===== src/rtl/rmq_pkg.sv =====
// rmq_pkg: shared types and constants for the rotation matrix to quaternion unit
// depends on nothing; used by every other file under rtl
package rmq_pkg;

  localparam int unsigned ElemW  = 16;
  localparam int unsigned NumW   = 17;
  localparam int unsigned RadW   = 32;
  localparam int unsigned RootW  = 16;
  localparam int unsigned DivW   = 17;
  localparam int unsigned RemW   = 32;
  localparam int unsigned SqrtSteps = 16;
  localparam int unsigned Lanes  = 3;

  typedef enum logic [1:0] {
    SEL_TRACE = 2'd0,
    SEL_X     = 2'd1,
    SEL_Y     = 2'd2,
    SEL_Z     = 2'd3
  } sel_e;

  // numerators and branch ride along the root chain
  typedef struct packed {
    sel_e                   sel;
    logic signed [NumW-1:0] d0;
    logic signed [NumW-1:0] d1;
    logic signed [NumW-1:0] d2;
  } ctx_t;

  typedef struct packed {
    logic [RadW-1:0] n;
    logic [RadW-1:0] res;
    ctx_t            ctx;
  } sq_t;

  typedef struct packed {
    logic [RemW-1:0] rem;
    logic [DivW-1:0] quo;
    logic            neg;
    logic            ovf;
  } lane_t;

  typedef struct packed {
    logic [DivW-1:0]  s;
    logic             zero;
    sel_e             sel;
    logic [14:0]      own;
    lane_t [Lanes-1:0] ln;
  } dv_t;

endpackage


===== src/rtl/rmq_sqrt_cell.sv =====
// rmq_sqrt_cell: one digit step of the integer square root, registered
// depends on rmq_pkg
module rmq_sqrt_cell #(
  parameter int unsigned K = 0
) (
  input  logic          clk_i,
  input  logic          rst_ni,
  input  logic          en_i,
  input  logic          valid_i,
  input  rmq_pkg::sq_t  data_i,
  output logic          valid_o,
  output rmq_pkg::sq_t  data_o
);

  localparam logic [rmq_pkg::RadW:0] Bit = (rmq_pkg::RadW+1)'(1) << (2 * K);

  logic          valid_q;
  rmq_pkg::sq_t  data_q, data_d;
  logic [rmq_pkg::RadW:0] trial;

  always_comb begin
    data_d = data_i;
    trial  = {1'b0, data_i.res} + Bit;
    if ({1'b0, data_i.n} >= trial) begin
      data_d.n   = data_i.n - trial[rmq_pkg::RadW-1:0];
      data_d.res = (data_i.res >> 1) + Bit[rmq_pkg::RadW-1:0];
    end else begin
      data_d.res = data_i.res >> 1;
    end
  end

  always_ff @(posedge clk_i or negedge rst_ni) begin
    if (!rst_ni) begin
      valid_q <= 1'b0;
    end else if (en_i) begin
      valid_q <= valid_i;
    end
  end

  always_ff @(posedge clk_i) begin
    if (en_i) begin
      data_q <= data_d;
    end
  end

  assign valid_o = valid_q;
  assign data_o  = data_q;

endmodule


===== config.mk =====
export PLATFORM = sky130hd
export DESIGN_NAME = rmq_sqrt_cell
export DESIGN_NICKNAME = d
export VERILOG_FILES = /design/src/rtl/rmq_pkg.sv /design/src/rtl/rmq_sqrt_cell.sv
export SDC_FILE = /design/constraint.sdc
export NUM_CORES = 1
export LEC_CHECK = 0
export BUFFER_PORTS_ARGS = -buffer_cell sky130_fd_sc_hd__buf_4
export CAP_MARGIN = 20
export CORE_MARGIN = 2
export CORE_UTILIZATION = 30
export DETAILED_ROUTE_END_ITERATION = 8
export REMOVE_ABC_BUFFERS = 1
export SLEW_MARGIN = 20
export SYNTH_ARGS = -nofsm -noshare
export SYNTH_HDL_FRONTEND = slang
export SYNTH_SLANG_ARGS = --single-unit

===== constraint.sdc =====
create_clock -name clk_i -period 1.65 [get_ports clk_i]
set_input_delay 0.33 -clock clk_i [delete_from_list [all_inputs] [get_ports clk_i]]
set_output_delay 0.33 -clock clk_i [all_outputs]
set_load 0.03 [all_outputs]

---- Yosys cells after proc, flatten, opt, wreduce, memory -nomap -nowiden ----
Cells that the tools add are included.
storage, ports and cells
  flip-flop bits (word level) ............. 118
  output and inout port bits .............. 118
cells by class
  add/subtract/negate cells ............... 3
  order comparisons ....................... 1
  mux-type cells .......................... 2
operator list
  cell                                                             count
  32-bit by 1-bit adder with 33-bit output, second input constant  1
  32-bit by 33-bit greater-or-equal comparator with 1-bit output   1
  31-bit by 1-bit adder with 32-bit output, second input constant  1
  32-bit two-way mux                                               1
  32-bit subtractor                                                1
  31-bit two-way mux                                               1

---- Logic depth before layout (Yosys ltp) ----
  depth in word-level cells ............... 3
  depth in mapped cells ................... 21
  gate-level depth less buffers ........... 18

---- Worst setup path after synthesis ----
Ideal clock, no wire load.
  path type ............................... input -> register
  start ................................... in data_i[54] (netlist name)
  end ..................................... reg data_q (netlist bit data_o[111]), data pin
  setup time .............................. 0.262 ns
  data arrival time ....................... 3.694 ns
  data required time ...................... 1.388 ns
  slack ................................... -2.306 ns
  stages on the path ...................... 19
  path buffers ............................ 3
  cell sequence ........................... ha_1 nand3_2 nor4_4 and4_1 and3_1 and3_1 nand4_1 nor2_1 xnor2_1 ha_1 clkbuf_1 a21o_1 a21o_1 nand4_1 o211ai_2 o21ai_2 buf_6 buf_8 mux2_1
RTL lines
  element               line                 RTL
  from (decl)           rmq_sqrt_cell.sv:10  input rmq_pkg::sq_t data_i,
  to (signal assigned)  rmq_sqrt_cell.sv:42  data_q <= data_d;
  to (decl)             rmq_sqrt_cell.sv:18  rmq_pkg::sq_t data_q, data_d;

==> run_results.csv <==
group,metric,value,unit
run_status,status,"finished, violations left",
run_status,violations,"negative setup slack",
sta,hold_violations,0,
floorplanning,core_area,0.0233,mm²
synthesis,avgSynthCellArea,11.0,µm²
synthesis,syn_area,0.00703,mm²
setup_path,path_buf_inv,4,
clock_tree,h-tree-depth,4,
power,vdd_drop_max,0.524,mV
drt,drcViolationCount,0,
setup_path,r2r_setup_slack,0.91,ns
finish,drive_gt1_share,55.4,%
finish,fillCellCount,2048,
clock_tree,cts.sinks,118,
floorplanning,die_area,0.0247,mm²
sta,period_share,216,%
worst_hold_path,hold-path-cell-count,1,
clock_tree,clk_pin_slew,0.06,ns
setup_path,cp_data_required_time,1.82,ns
sta,fmax,281,MHz
synthesis,synth.ff_latch_count,118,
finish,layout-area-overhead-vs-synth,77.0,%
drt,drt-total-wl,24100,µm
setup_path,reg2reg_from,"valid_o",
synthesis,yosysSeqAreaShare,50.3,%
run,max_cap_viol_count,0,
finish,fin_util,53.5,%
global_route,grt_pass1_wl,35200,µm
sta,maxSlewHeadroom,69.4,%
setup_path,crit_path_top_delay_cell,"nor4_4",
power,p_leak,5.54,nW
setup_path,critPathKind,"in -> reg",
synthesis,syn_inst,641,
sta,tightest_slew,0.454,ns
power,finalPower,0.0112,W
sta,slew_violations,0,
power,power-per-cell-area,897,mW/mm²
setup_path,max_stage_delay,0.33,ns
finish,nets,1292,
setup_path,crit_family,"simple AND/OR/NAND/NOR gates",
placement,place.gp.congestion,0.915,
floorplanning,num_rows,56,
clock_tree,clock_latency,0.41,ns
drt,wl_per_cell,16.4,µm
setup_path,crit_fanout,6,
sta,whs,0.0855,ns
sta,period_minus_slack,3.56,ns
synthesis,yosysWarnings,0,
synthesis,synth-main-ff-cell,"edfxtp_1",
floorplanning,die_w,157,µm
synthesis,synth_cell_types,62,
placement,dpl.hpwl,18000,µm
synthesis,ys_async_sr_fraction,0.847,%
sta,finalSetupViolCount,64,
drt,viasPerCell,4.66,
global_route,grt_max_degree,51,
global_route,grt_usage,18.6,%
global_route,grt_overflow_total,0,
setup_path,crit_arrival,3.73,ns
floorplanning,boundaryPins,239,
setup_path,ff2ff_path_depth,1,
worst_hold_path,hp-class,"in -> reg",
sta,skew,0,ns
drt,vias,6845,
sta,setup_slack,-1.91,ns
synthesis,synth-edff-count,117,
global_route,antenna_found_initial,1,
clock_tree,clock_path_buffers,2,
floorplanning,fp.dieH,157,µm
setup_path,endpoint_kind,"register",
drt,initialDrtViolationCount,409,
setup_path,startpoint_type,"input port",
worst_hold_path,min_to,"data_o[0]",
global_route,grt_pass1_vias,6696,
drt,ant_nets,0,
setup_path,r2r_end,"valid_o",
clock_tree,cts_inserted_buffers,17,
worst_hold_path,min_from,"data_i[0]",
drt,drtPass1Iterations,5,
floorplanning,start_util,30.2,%
setup_path,path_cells,"buf_8, ha_4, nand3_4, nor4_4, buf_4, and3_4, nand2_2, xor2_2, ha_4, nand4_1, nor4_4, and3_4, a31oi_4, o211ai_4, o21ai_4, buf_6, buf_12, and2_1, a41o_1",
setup_path,startpoint,"data_i[55]",
clock_tree,cts-root-buf,"clkbuf_16",
placement,portBuffers,238,
sta,rsz0062_at_grt,"true",
clock_tree,tritoncts,"yes",
-- through the flow --
| stage | std cells | area, µm² | worst slack [ns] | TNS [ns] |
|---|---|---|---|---|
| after global routing | 1468 | 12400 | -2.04 | -127.15 |
| after CTS | 1458 | 12000 | -1.83 | -110.76 |
| after global placement | 1403 | 10800 | -2.60 | -160.91 |
| after floorplan | 620 | 6900 | -3.76 | -214.63 |
| after detailed placement | 1403 | 10800 | -2.66 | -162.82 |
| final | 1469 | 12400 | -1.91 | -117.58 |
-- cells in the mapped netlist, types with 5 or more instances --
library cell	count	share of area, %
nor3_1	14	1.0
nor2_1	36	1.9
and4_1	5	0.62
nor2b_1	5	0.44
o21ai_1	10	0.71
clkbuf_1	6	0.32
a21oi_1	37	2.6
inv_1	16	0.85
xor2_1	53	6.6
nand4_1	15	1.3
o21ai_0	31	2.2
nor3_2	11	1.6
edfxtp_1	117	50
a21o_1	18	1.9
nand3_1	16	1.1
a31oi_1	7	0.62
ha_1	34	6.0
o21bai_1	7	0.75
buf_2	10	0.71
xnor2_1	29	3.6
nand2_1	84	4.5
and3_1	14	1.2
-- power breakdown --
group          switching [W]  internal, W
clock network        0.00143      0.00239
registers          0.0000995      0.00366
logic                0.00190      0.00169
-- final cells by class --
class                           instances  area (µm²)  area share [%]
Tap cell                              319         399            3.21
Clock buffer                           18         429            3.45
Clock inverter                         14         174            1.40
Multi-Input combinational cell        486        3860            31.0
Inverter                               16        60.1           0.483
Timing Repair Buffer                  497        3980            32.0
Antenna cell                            1        2.50          0.0201
Sequential cell                       118        3540            28.4
-- registers in the layout, summed over array words and instances, names as in the netlist --
register / cells
data_o: 117
valid_o: 1
-- cell usage in the layout (no fill, tap or decap), drive strengths merged, types with 4 or more instances in the layout --
cell type,instances
and4,5
edfxtp,117
nand4,17
and3,14
o21a,4
clkinv,7
ha,34
xor2,53
clkbuf,20
o21bai,7
inv,19
nand3,17
o21ai,42
nor4,6
and2,5
a21o,18
nor3,25
a21oi,37
mux2,4
nand2,86
xnor2,29
buf,494
nor2b,5
nor2,37
a31oi,7
-- cell families after synthesis --
family / count (synthesis) / share of synthesized area [%]
and+or+nand+nor: 229 / 17.7
muxes: 5 / 0.783
DFF: 118 / 50.3
buffers and inverters: 37 / 2.74
xor gates and xnor gates: 82 / 10.2
AOI/OAI and AO/OA: 135 / 11.9
adders and majority gates: 35 / 6.33
-- metal layers --
metal,GRT usage (%),up-vias,wire length [µm]
met4,7.10,0,554
li1,-,3363,-
met5,0,-,0
met3,3.96,32,1530
met2,31.7,244,11900
met1,23.2,3206,10100
-- worst max-delay path by stage --
stage	endpoint	slack, ns	cells past startpoint
2_1_floorplan	data_o[84]	-3.76	17
3_3_place_gp	data_o[95]	-2.60	17
3_5_place_dp	data_o[104]	-2.66	19
4_1_cts	data_o[92]	-1.83	20
5_1_grt	data_o[89]	-2.04	21
6_report	data_o[89]	-1.91	19
-- repair_timing --
item	CTS	global route
resized for setup	77	92
buffers inserted	20	12
endpoints found under the setup margin	64	64
gates cloned	2	2
hold buffers	1	0
hold endpoints to repair	1	0
pin swaps	45	54
(Power assumes the default switching activity.)
