## src/rtl/rmq_pkg.sv

```systemverilog
// rmq_pkg: shared types and constants for the rotation matrix to quaternion unit
// depends on nothing; used by every other file under rtl
package rmq_pkg;

  localparam int unsigned ElemW  = 16;
  localparam int unsigned NumW   = 17;
  localparam int unsigned RadW   = 32;
  localparam int unsigned RootW  = 16;
  localparam int unsigned DivW   = 17;
  localparam int unsigned RemW   = 32;
  localparam int unsigned SqrtSteps = 16;
  localparam int unsigned Lanes  = 3;

  typedef enum logic [1:0] {
    SEL_TRACE = 2'd0,
    SEL_X     = 2'd1,
    SEL_Y     = 2'd2,
    SEL_Z     = 2'd3
  } sel_e;

  // numerators and branch ride along the root chain
  typedef struct packed {
    sel_e                   sel;
    logic signed [NumW-1:0] d0;
    logic signed [NumW-1:0] d1;
    logic signed [NumW-1:0] d2;
  } ctx_t;

  typedef struct packed {
    logic [RadW-1:0] n;
    logic [RadW-1:0] res;
    ctx_t            ctx;
  } sq_t;

  typedef struct packed {
    logic [RemW-1:0] rem;
    logic [DivW-1:0] quo;
    logic            neg;
    logic            ovf;
  } lane_t;

  typedef struct packed {
    logic [DivW-1:0]  s;
    logic             zero;
    sel_e             sel;
    logic [14:0]      own;
    lane_t [Lanes-1:0] ln;
  } dv_t;

endpackage

```

## src/rtl/rmq_div_cell.sv

```systemverilog
// rmq_div_cell: one quotient bit of three parallel restoring divides, registered
// depends on rmq_pkg
module rmq_div_cell #(
  parameter int unsigned B = 0
) (
  input  logic          clk_i,
  input  logic          rst_ni,
  input  logic          en_i,
  input  logic          valid_i,
  input  rmq_pkg::dv_t  data_i,
  output logic          valid_o,
  output rmq_pkg::dv_t  data_o
);

  localparam int unsigned TW = rmq_pkg::RemW + 2;

  logic          valid_q;
  rmq_pkg::dv_t  data_q, data_d;
  logic [TW-1:0] shifted;
  logic [TW-1:0] rem_ext;

  always_comb begin
    data_d  = data_i;
    shifted = TW'(data_i.s) << B;
    rem_ext = '0;
    for (int l = 0; l < rmq_pkg::Lanes; l++) begin
      rem_ext = TW'(data_i.ln[l].rem);
      if (rem_ext >= shifted) begin
        data_d.ln[l].rem    = data_i.ln[l].rem - shifted[rmq_pkg::RemW-1:0];
        data_d.ln[l].quo[B] = 1'b1;
      end
    end
  end

  always_ff @(posedge clk_i or negedge rst_ni) begin
    if (!rst_ni) begin
      valid_q <= 1'b0;
    end else if (en_i) begin
      valid_q <= valid_i;
    end
  end

  always_ff @(posedge clk_i) begin
    if (en_i) begin
      data_q <= data_d;
    end
  end

  assign valid_o = valid_q;
  assign data_o  = data_q;

endmodule

```

## config.mk

```make
export PLATFORM = sky130hd
export DESIGN_NAME = rmq_div_cell
export DESIGN_NICKNAME = d
export VERILOG_FILES = /design/src/rtl/rmq_pkg.sv /design/src/rtl/rmq_div_cell.sv
export SDC_FILE = /design/constraint.sdc
export NUM_CORES = 1
export LEC_CHECK = 0
export BUFFER_PORTS_ARGS = -buffer_cell sky130_fd_sc_hd__buf_2
export CORE_AREA = 2 2 148 150
export CTS_BUF_LIST = sky130_fd_sc_hd__clkbuf_4
export CTS_CLUSTER_SIZE = 16
export DETAILED_ROUTE_END_ITERATION = 10
export DIE_AREA = 0 0 150 152
export PLACE_DENSITY = 0.78
export REMOVE_ABC_BUFFERS = 1
export SETUP_SLACK_MARGIN = 0.05
export SLEW_MARGIN = 20
export SYNTH_ARGS = -nofsm -noshare
export SYNTH_HDL_FRONTEND = slang
export SYNTH_SLANG_ARGS = --single-unit
```

## constraint.sdc

```tcl
create_clock -name clk_i -period 0.8 [get_ports clk_i]
set_input_delay 0.08 -clock clk_i [delete_from_list [all_inputs] [get_ports clk_i]]
set_output_delay 0.08 -clock clk_i [all_outputs]
set_load 0.1 [all_outputs]
```

==> out/summary.txt, run 1 <==
PortBufs = 380
status = stopped before the end
post-cts sizing count = 352
pre-CTS setup slack = -2120 ps
Stopped at = clock tree synthesis
Post-synth EDFFs = 188
Inst Count DP = 1,759
Die X = 150 microns
H-tree lvl count = 4
Clk Tree Root Cell = clkbuf_4
Synth Warn # = 0
Starting Density = 47.0%
synthesized instance count = 853
top_reg_cell synth = edfxtp_1
standard-cell rows = 54
Post-CTS Hold Buffers = 187
Num CTS Buffers = 17
syn avg cell area = 11.8 sq um
Yosys top cell by area = edfxtp_1
Log Error = [ERROR DPL-0038] Utilization greater than 100%, impossible to legalize
Clock Path Buffers = 2
post-synthesis register bit count = 189
num ports = 381
GP Congestion = 0.987
Mapped Area = 10,000 sq um
Die Y = 152 microns
Placed Instance Area = 17,100 sq um
Synth cell types = 69
Yosys top cell area share = 56.3%
Post-CTS Setup Bufs = 55
clock sink count = 189
dominant cells by area after synthesis = edfxtp_1 (56%), ha_1 (6.4%), xor2_1 (4.7%)
Final HPWL DP = 35,200 microns
register area share after synthesis = 56.6%
Async SR Flop Fraction = 0.529%
-- cell families after synthesis --
group / Yosys count / synth area share, %
flops: 189 / 56.6
mux: 3 / 0.325
compound gates: 198 / 12.6
simple gates: 277 / 14.2
buf+inv: 50 / 2.20
fa+ha+maj: 54 / 6.96
xor+xnor: 82 / 7.16
-- cells in the mapped netlist, types with 4 or more instances --
master,count
edfxtp_1,188
nand2_1,90
o21ai_0,75
xor2_1,54
ha_1,51
a21oi_1,46
nor2_1,40
nor4_1,28
xnor2_1,28
inv_1,26
nor3_1,25
a21o_1,15
nand2b_1,14
nand3_1,14
o21a_1,14
buf_2,12
or3_1,12
nand4_1,10
nor2b_1,10
clkbuf_1,7
o211ai_1,7
or4_1,7
nand3b_1,5
a211oi_1,4
o31ai_1,4
-- stage by stage --
| step | util, % | TNS, ps |
|---|---|---|
| 2_1_floorplan | - | -241820 |
| 3_3_place_gp | 80.0 | -190490 |
| 3_5_place_dp | 80.0 | -204090 |
==> run 2: changes to the inputs <==
==> config.mk (replaced) <==
export PLATFORM = sky130hd
export DESIGN_NAME = rmq_div_cell
export DESIGN_NICKNAME = d
export VERILOG_FILES = /design/src/rtl/rmq_pkg.sv /design/src/rtl/rmq_div_cell.sv
export SDC_FILE = /design/constraint.sdc
export NUM_CORES = 1
export LEC_CHECK = 0
export BUFFER_PORTS_ARGS = -buffer_cell sky130_fd_sc_hd__buf_2
export CORE_AREA = 2 2 162 164
export DETAILED_ROUTE_END_ITERATION = 10
export DIE_AREA = 0 0 164 166
export PLACE_DENSITY_LB_ADDON = 0.15
export REMOVE_ABC_BUFFERS = 1
export SLEW_MARGIN = 20
export SYNTH_ARGS = -nofsm -noshare
export SYNTH_HDL_FRONTEND = slang
export SYNTH_SLANG_ARGS = --single-unit
==> run 2 against run 1 <==
Area after synthesis did not move. The flow now finishes, with violations (negative hold slack, negative setup slack). Synthesized cell count stayed put.
==> out/summary.txt, run 2 <==
Die X = 164 microns (+9.3%)
max FFs per register = 188
worst hold start = data_i[104]
status = finished, violations left
number of global-route vias before repair = 11,400
largest net degree at the start of global routing = 36
clock sink count = 189 (unchanged)
failing checks = negative hold slack, negative setup slack
Post-CTS Hold Buffers = 135 (-28%)
GR Util All Layers = 31.5%
Die Y = 166 microns (+9.2%)
Worst-Margin Slew = 752 ps
leakage power = 9.24 nW
Worst Hold Path Cells = 2
Num CTS Buffers = 17 (unchanged)
hold crit path type = in2reg
total core area = 25,600 sq um
top_reg_cell synth = edfxtp_1
Layout Nets = 1,948
syn avg cell area = 11.8 sq um (unchanged)
full die area = 27,200 sq um
Crit. End Element = flop
Psw = 17.4 mW
Max rail drop VDD = 1.27 mV
Post-route DRC = 0
gr busiest metal = met2
worst hold slack = -36.8 ps
PortBufs = 380 (unchanged)
R2R Path Start = valid_o$_DFFE_PN0P_
worst setup margin = -1490 ps
most common cell in the synthesized netlist = edfxtp_1
post-synthesis register bit count = 189 (unchanged)
Async SR Flop Fraction = 0.529% (unchanged)
combinational share of power = 46.4%
Synth-to-Final Area Change = 118%
final hold vios = 2
H-tree lvl count = 4 (unchanged)
num ports = 381 (unchanged)
Clock Path Buffers = 2 (unchanged)
crit-path max FO = 7
post-route minimum period = 2290 ps
grt met1 use = 34.5%
finished layout cell area = 21,900 sq um
drt initial violations = 991
Synth cell types = 69 (unchanged)
critical path class = in2reg
layout cells sized above 1 = 57.9%
GR Layer Usage met2 = 57.7%
hold path endpoint = data_o[104]$_SDFFCE_PP1P_
GP Congestion = 0.901 (-8.8%)
Max transition margin = 49.7%
Clk pwr share = 21.9%
power density cells = 1890 nW/um^2
Routed Antenna Nets = 0
DRT Pass-1 Iters = 5
standard-cell rows = 59 (+9.3%)
GRT overflow = 0
Total Power = 41.4 mW
WL/cell = 24.6 microns
final period utilization = 286%
met3 track demand over resource = 6.62%
synthesized instance count = 853 (unchanged)
# setup viols final = 289
Critical Path AT = 2570 ps
max-cap violation count = 0
Yosys top cell area share = 56.3% (unchanged)
Yosys top cell by area = edfxtp_1
Starting Density = 39.1% (-7.8 points)
first-pass GRT wire length = 65,300 microns
Mapped Area = 10,000 sq um (unchanged)
post-route setup TNS = -189,080 ps
Clk Tree Root Cell = clkbuf_16
CTS tree = done
final WL = 50,600 microns
Seq pwr share = 31.7%
vias per cell = 5.58
most frequent cells in the layout = buf_4 (280), buf_12 (202), edfxtp_1 (188)
final setup skew = 0 ps
r2r setup slk = -130 ps
dominant cells by area after synthesis = edfxtp_1 (56%), ha_1 (6.4%), xor2_1 (4.7%)
initial antenna violation count = 14
Post-synth EDFFs = 188 (unchanged)
clock-pin transition on the worst setup and hold timing paths = 80 ps
Synth top cells by count = edfxtp_1 (188), nand2_1 (90), o21ai_0 (75), xor2_1 (54), ha_1 (51)
Placed Instance Area = 17,200 sq um (+0.78%)
most common cell after layout, fill and taps aside = buf_4
worst-case reg-to-reg path depth = 2
Max Slew Vio Count = 0
worst skew pair latency = 450 ps
Final HPWL DP = 28,100 microns (-20%)
switching part of the total = 42.1%
unrepaired setup endpoints after global routing = true
achievable clock frequency = 0.437 GHz
Synth Warn # = 0 (unchanged)
internal power = 24.0 mW
register area share after synthesis = 56.6% (unchanged)
DR vias = 11,500
Required @ worst endpoint = 1080 ps
CP Launch Type = input pin
reg2reg end = valid_o$_DFFE_PN0P_
==> run 2: cell counts after synthesis <==
No cell type changed its count.
==> run 2: cells by family after synthesis <==
logic type / share of synthesized area [%]
buf+inv: 2.20
xor+xnor: 7.16
compound gates: 12.6
simple gates: 14.2
mux: 0.325
flops: 56.6
fa+ha+maj: 6.96
==> run 2: what timing repair did <==
| item | CTS | global route |
|---|---|---|
| gates cloned | 7 | 2 |
| buffers inserted | 33 | 28 |
| setup endpoints to repair | 288 | 289 |
| pin swaps | 81 | 96 |
| endpoints found under the hold margin | 137 | 2 |
| resized for setup | 273 | 209 |
==> run 2: area by class of cell <==
cell class / instances / area [sq um]
inverter: 26 / 138
timing repair buffer: 854 / 9160
fill: 1122 / 3750
clock buffer: 17 / 425
tap: 335 / 419
multi-input combinational: 614 / 5840
sequential: 189 / 5670
antenna: 11 / 27.5
clock inverter: 15 / 190
==> run 2: worst max-delay path by stage <==
stage	from	to	slack (ps)	cells past startpoint
2_1_floorplan	data_i[187]	data_o[124]$_DFFE_PP_	-2430	8
3_3_place_gp	data_i[171]	data_o[99]$_DFFE_PP_	-1980	12
3_5_place_dp	data_i[171]	data_o[100]$_DFFE_PP_	-2100	12
4_1_cts	data_i[171]	data_o[98]$_DFFE_PP_	-1350	12
5_1_grt	data_i[171]	data_o[45]$_DFFE_PP_	-1510	12
6_report	data_i[171]	data_o[47]$_DFFE_PP_	-1490	13
==> run 2: power by group through the flow <==
stage | logic (mW) | clock network [mW] | registers, mW
floorplan | 2.21 | 0 | 19.9
global placement | 16.4 | 0 | 13.2
detailed placement | 16.5 | 0 | 13.2
CTS | 17.9 | 8.90 | 13.0
global route | 19.7 | 9.45 | 13.2
finish | 19.2 | 9.08 | 13.1
==> run 2: through the flow <==
stage	utilization, %	hold slack [ps]	cells	worst slack [ps]
3_5_place_dp	67.2	-144	1821	-2100
5_1_grt	85.3	-31.1	2059	-1510
2_1_floorplan	-	-216	829	-2430
6_report	85.4	-36.8	2061	-1490
4_1_cts	81.0	-89.8	2026	-1350
3_3_place_gp	67.2	-145	1821	-1980
==> run 2: per-layer routing <==
layer | up-vias | part of all wire, % | wire, microns
li1 | 4957 | - | -
met1 | 5493 | 33 | 16700
met4 | 6 | 7.4 | 3730
met3 | 264 | 8.1 | 4120
met2 | 789 | 51 | 26100
met5 | - | 0.077 | 39
==> run 2: worst max-delay path, stage by stage <==
cell      delay [ps]
buf_12           120
ha_4             160
fa_2             390
nor2b_4          130
o31a_1           200
o211ai_1         170
a31oi_2          340
buf_4            200
o221ai_4         120
buf_12           190
buf_6            120
nor2_4           120
xor2_1           200
Note: power is estimated with default switching activity, not from simulation.
==> run 3: changes to the inputs <==
--- a/config.mk
+++ b/config.mk
@@ -6,9 +6,10 @@
 export NUM_CORES = 1
 export LEC_CHECK = 0
 export BUFFER_PORTS_ARGS = -buffer_cell sky130_fd_sc_hd__buf_2
-export CORE_AREA = 2 2 162 164
+export CORE_AREA = 2 2 149 151
 export DETAILED_ROUTE_END_ITERATION = 10
-export DIE_AREA = 0 0 164 166
+export DIE_AREA = 0 0 151 153
+export GPL_ROUTABILITY_DRIVEN = 1
 export PLACE_DENSITY_LB_ADDON = 0.15
 export REMOVE_ABC_BUFFERS = 1
 export SLEW_MARGIN = 20
==> constraint.sdc (replaced) <==
create_clock -name clk_i -period 2.4 [get_ports clk_i]
set_input_delay 0.24 -clock clk_i [delete_from_list [all_inputs] [get_ports clk_i]]
set_output_delay 0.24 -clock clk_i [all_outputs]
set_load 0.1 [all_outputs]
==> run 3 against run 2 <==
The flow now finishes without violations. Global-route usage decreased by 2.9 points. Wire length decreased by 34%. Clock skew stayed put. Die area shrank 15%. Clock power down 68%. Non-clock buffer count down 186. Critical path type unchanged. Largest cell class is now flip-flops and latches.
==> out/summary.txt, run 3 (same netlist as run 2, synthesis figures left out) <==
status = finished clean
CTS tree = done
Layout Nets = 1,763 (-9.5%)
final WL = 33,600 microns (-34%)
Required @ worst endpoint = 2570 ps (+1490 ps)
layout cells sized above 1 = 44.4% (-13 points)
worst skew pair latency = 430 ps (-20 ps)
final setup skew = 0 ps (unchanged)
# setup viols final = 0 (-100%)
fillers = 1,543 (+38%)
unrepaired setup endpoints after global routing = true
FF+latch area = 5670 sq um (unchanged)
GR Util All Layers = 28.6% (-2.9 points)
post-route minimum period = 2340 ps
worst hold slack = 21.5 ps (+58.4 ps)
Cell Chain, Critical Path = buf_2, buf_4, ha_2, fa_2, nand2b_4, a211oi_2, buf_4, o211ai_1, nand3_2, nor2_4, buf_4, nor4_4, xor2_1
DR vias = 9,472 (-18%)
full die area = 23,100 sq um (-15%)
GRT overflow = 0 (unchanged)
Worst Hold Path Cells = 1 (-1)
vias per cell = 5.21 (-6.6%)
crit-path max FO = 8 (+1)
Crit. End Element = flop
Num CTS Buffers = 17 (unchanged)
number of global-route vias before repair = 9,336 (-18%)
Worst Path Buf+Inv = 4 (unchanged)
Crit path max-delay family = simple AND/OR/NAND/NOR gates
first-pass GRT wire length = 50,200 microns (-23%)
initial antenna violation count = 7 (-7)
H-tree lvl count = 4 (unchanged)
Multi-input gate area = 4500 sq um (-23%)
leakage power = 6.72 nW (-27%)
drt initial violations = 581 (-41%)
post-route setup TNS = 0 ps (+189,080 ps)
Critical path origin = data_i[171]
clock-pin transition on the worst setup and hold timing paths = 70 ps (about the same)
Max rail drop VDD = 0.578 mV (-55%)
CP Launch Type = input pin
Starting Density = 46.7% (+7.5 points)
num ports = 381 (unchanged)
final period utilization = 97.4%
Max transition margin = 54.4% (+4.7 points)
Clock Path Buffers = 2 (unchanged)
most used cell, CP = buf_4
Die X = 151 microns (-7.9%)
critical path class = in2reg
CP Depth = 13 (unchanged)
DRT Pass-1 Iters = 5 (unchanged)
crit-path max cell delay = 360 ps (-30 ps)
Routed Antenna Nets = 0 (unchanged)
Die Y = 153 microns (-7.8%)
hold crit path type = in2reg
max-cap violation count = 0 (unchanged)
worst hold start = data_i[184]
GP Congestion = 0.901 (about the same)
total core area = 21,500 sq um (-16%)
PortBufs = 380 (unchanged)
worst-case reg-to-reg path depth = 1 (-1)
finished layout cell area = 15,600 sq um (-29%)
Slowest-stage cell, CP = fa_2
Max Slew Vio Count = 0 (unchanged)
max FFs per register = 188 (unchanged)
Placed Instance Area = 13,700 sq um (-21%)
most frequent cells in the layout = buf_2 (379), buf_4 (195), edfxtp_1 (188)
Final HPWL DP = 25,700 microns (-8.5%)
standard-cell rows = 54 (-8.5%)
Clk Tree Root Cell = clkbuf_16
final hold vios = 0 (-2)
WL/cell = 18.5 microns (-25%)
most common cell after layout, fill and taps aside = buf_2
largest net degree at the start of global routing = 57 (+58%)
clock sink count = 189 (unchanged)
power density cells = 743 nW/um^2 (-61%)
Critical Path AT = 2510 ps (-60 ps)
achievable clock frequency = 0.428 GHz
Post-route DRC = 0 (unchanged)
R2R Path Start = valid_o$_DFFE_PN0P_
Synth-to-Final Area Change = 55.7%
Worst-Margin Slew = 682 ps (-70.2 ps)
[run 3: routing by layer]
layer | wire length (microns) | part of all wire [%] | global-route usage [%]
met1 | 12700 | 38 | 33.3
met2 | 17300 | 52 | 51.0
met3 | 2490 | 7.4 | 6.57
met4 | 1130 | 3.4 | 10.3
met5 | 0 | 0 | 0
[run 3: repair_timing]
action                     in CTS  in global routing
buffers inserted                4                  5
setup endpoints to repair      35                 95
hold endpoints to repair       84                  0
gates resized for setup        15                 57
hold buffers                   84                  0
cloned                          1                  0
pin swaps                       7                 23
[run 3: cell type report]
type | instances | area share, %
sequential | 189 | 36.3
multi-input combinational | 615 | 28.9
timing repair buffer | 668 | 27.9
clock buffer | 17 | 2.73
tap | 280 | 2.25
clock inverter | 15 | 1.21
inverter | 26 | 0.625
antenna | 7 | 0.112
[run 3: power by group]
group	switching [mW]	internal (mW)
clock network	1.47	1.42
registers	0.101	4.04
logic	3.46	1.10
[run 3: worst paths after layout]
check	to	slack [ps]
max	data_o[149]$_DFFE_PP_	60
min reg2reg	valid_o$_DFFE_PN0P_	530
max in group asynchronous	valid_o$_DFFE_PN0P_	2210
max reg2reg	valid_o$_DFFE_PN0P_	1650
min in group asynchronous	valid_o$_DFFE_PN0P_	110
min	data_o[184]$_DFFE_PP_	20
[run 3: per-stage QoR]
stage / power, mW / setup slack [ps] / std cells / utilization [%]
finish: 11.6 / 61.9 / 1817 / 72.6
global route: 12.0 / -32.6 / 1816 / 72.6
CTS: 11.6 / -14.4 / 1805 / 70.9
detailed placement: 8.56 / -675 / 1684 / 63.6
global placement: 8.53 / -543 / 1684 / 63.6
floorplan: 7.38 / -991 / 829 / -
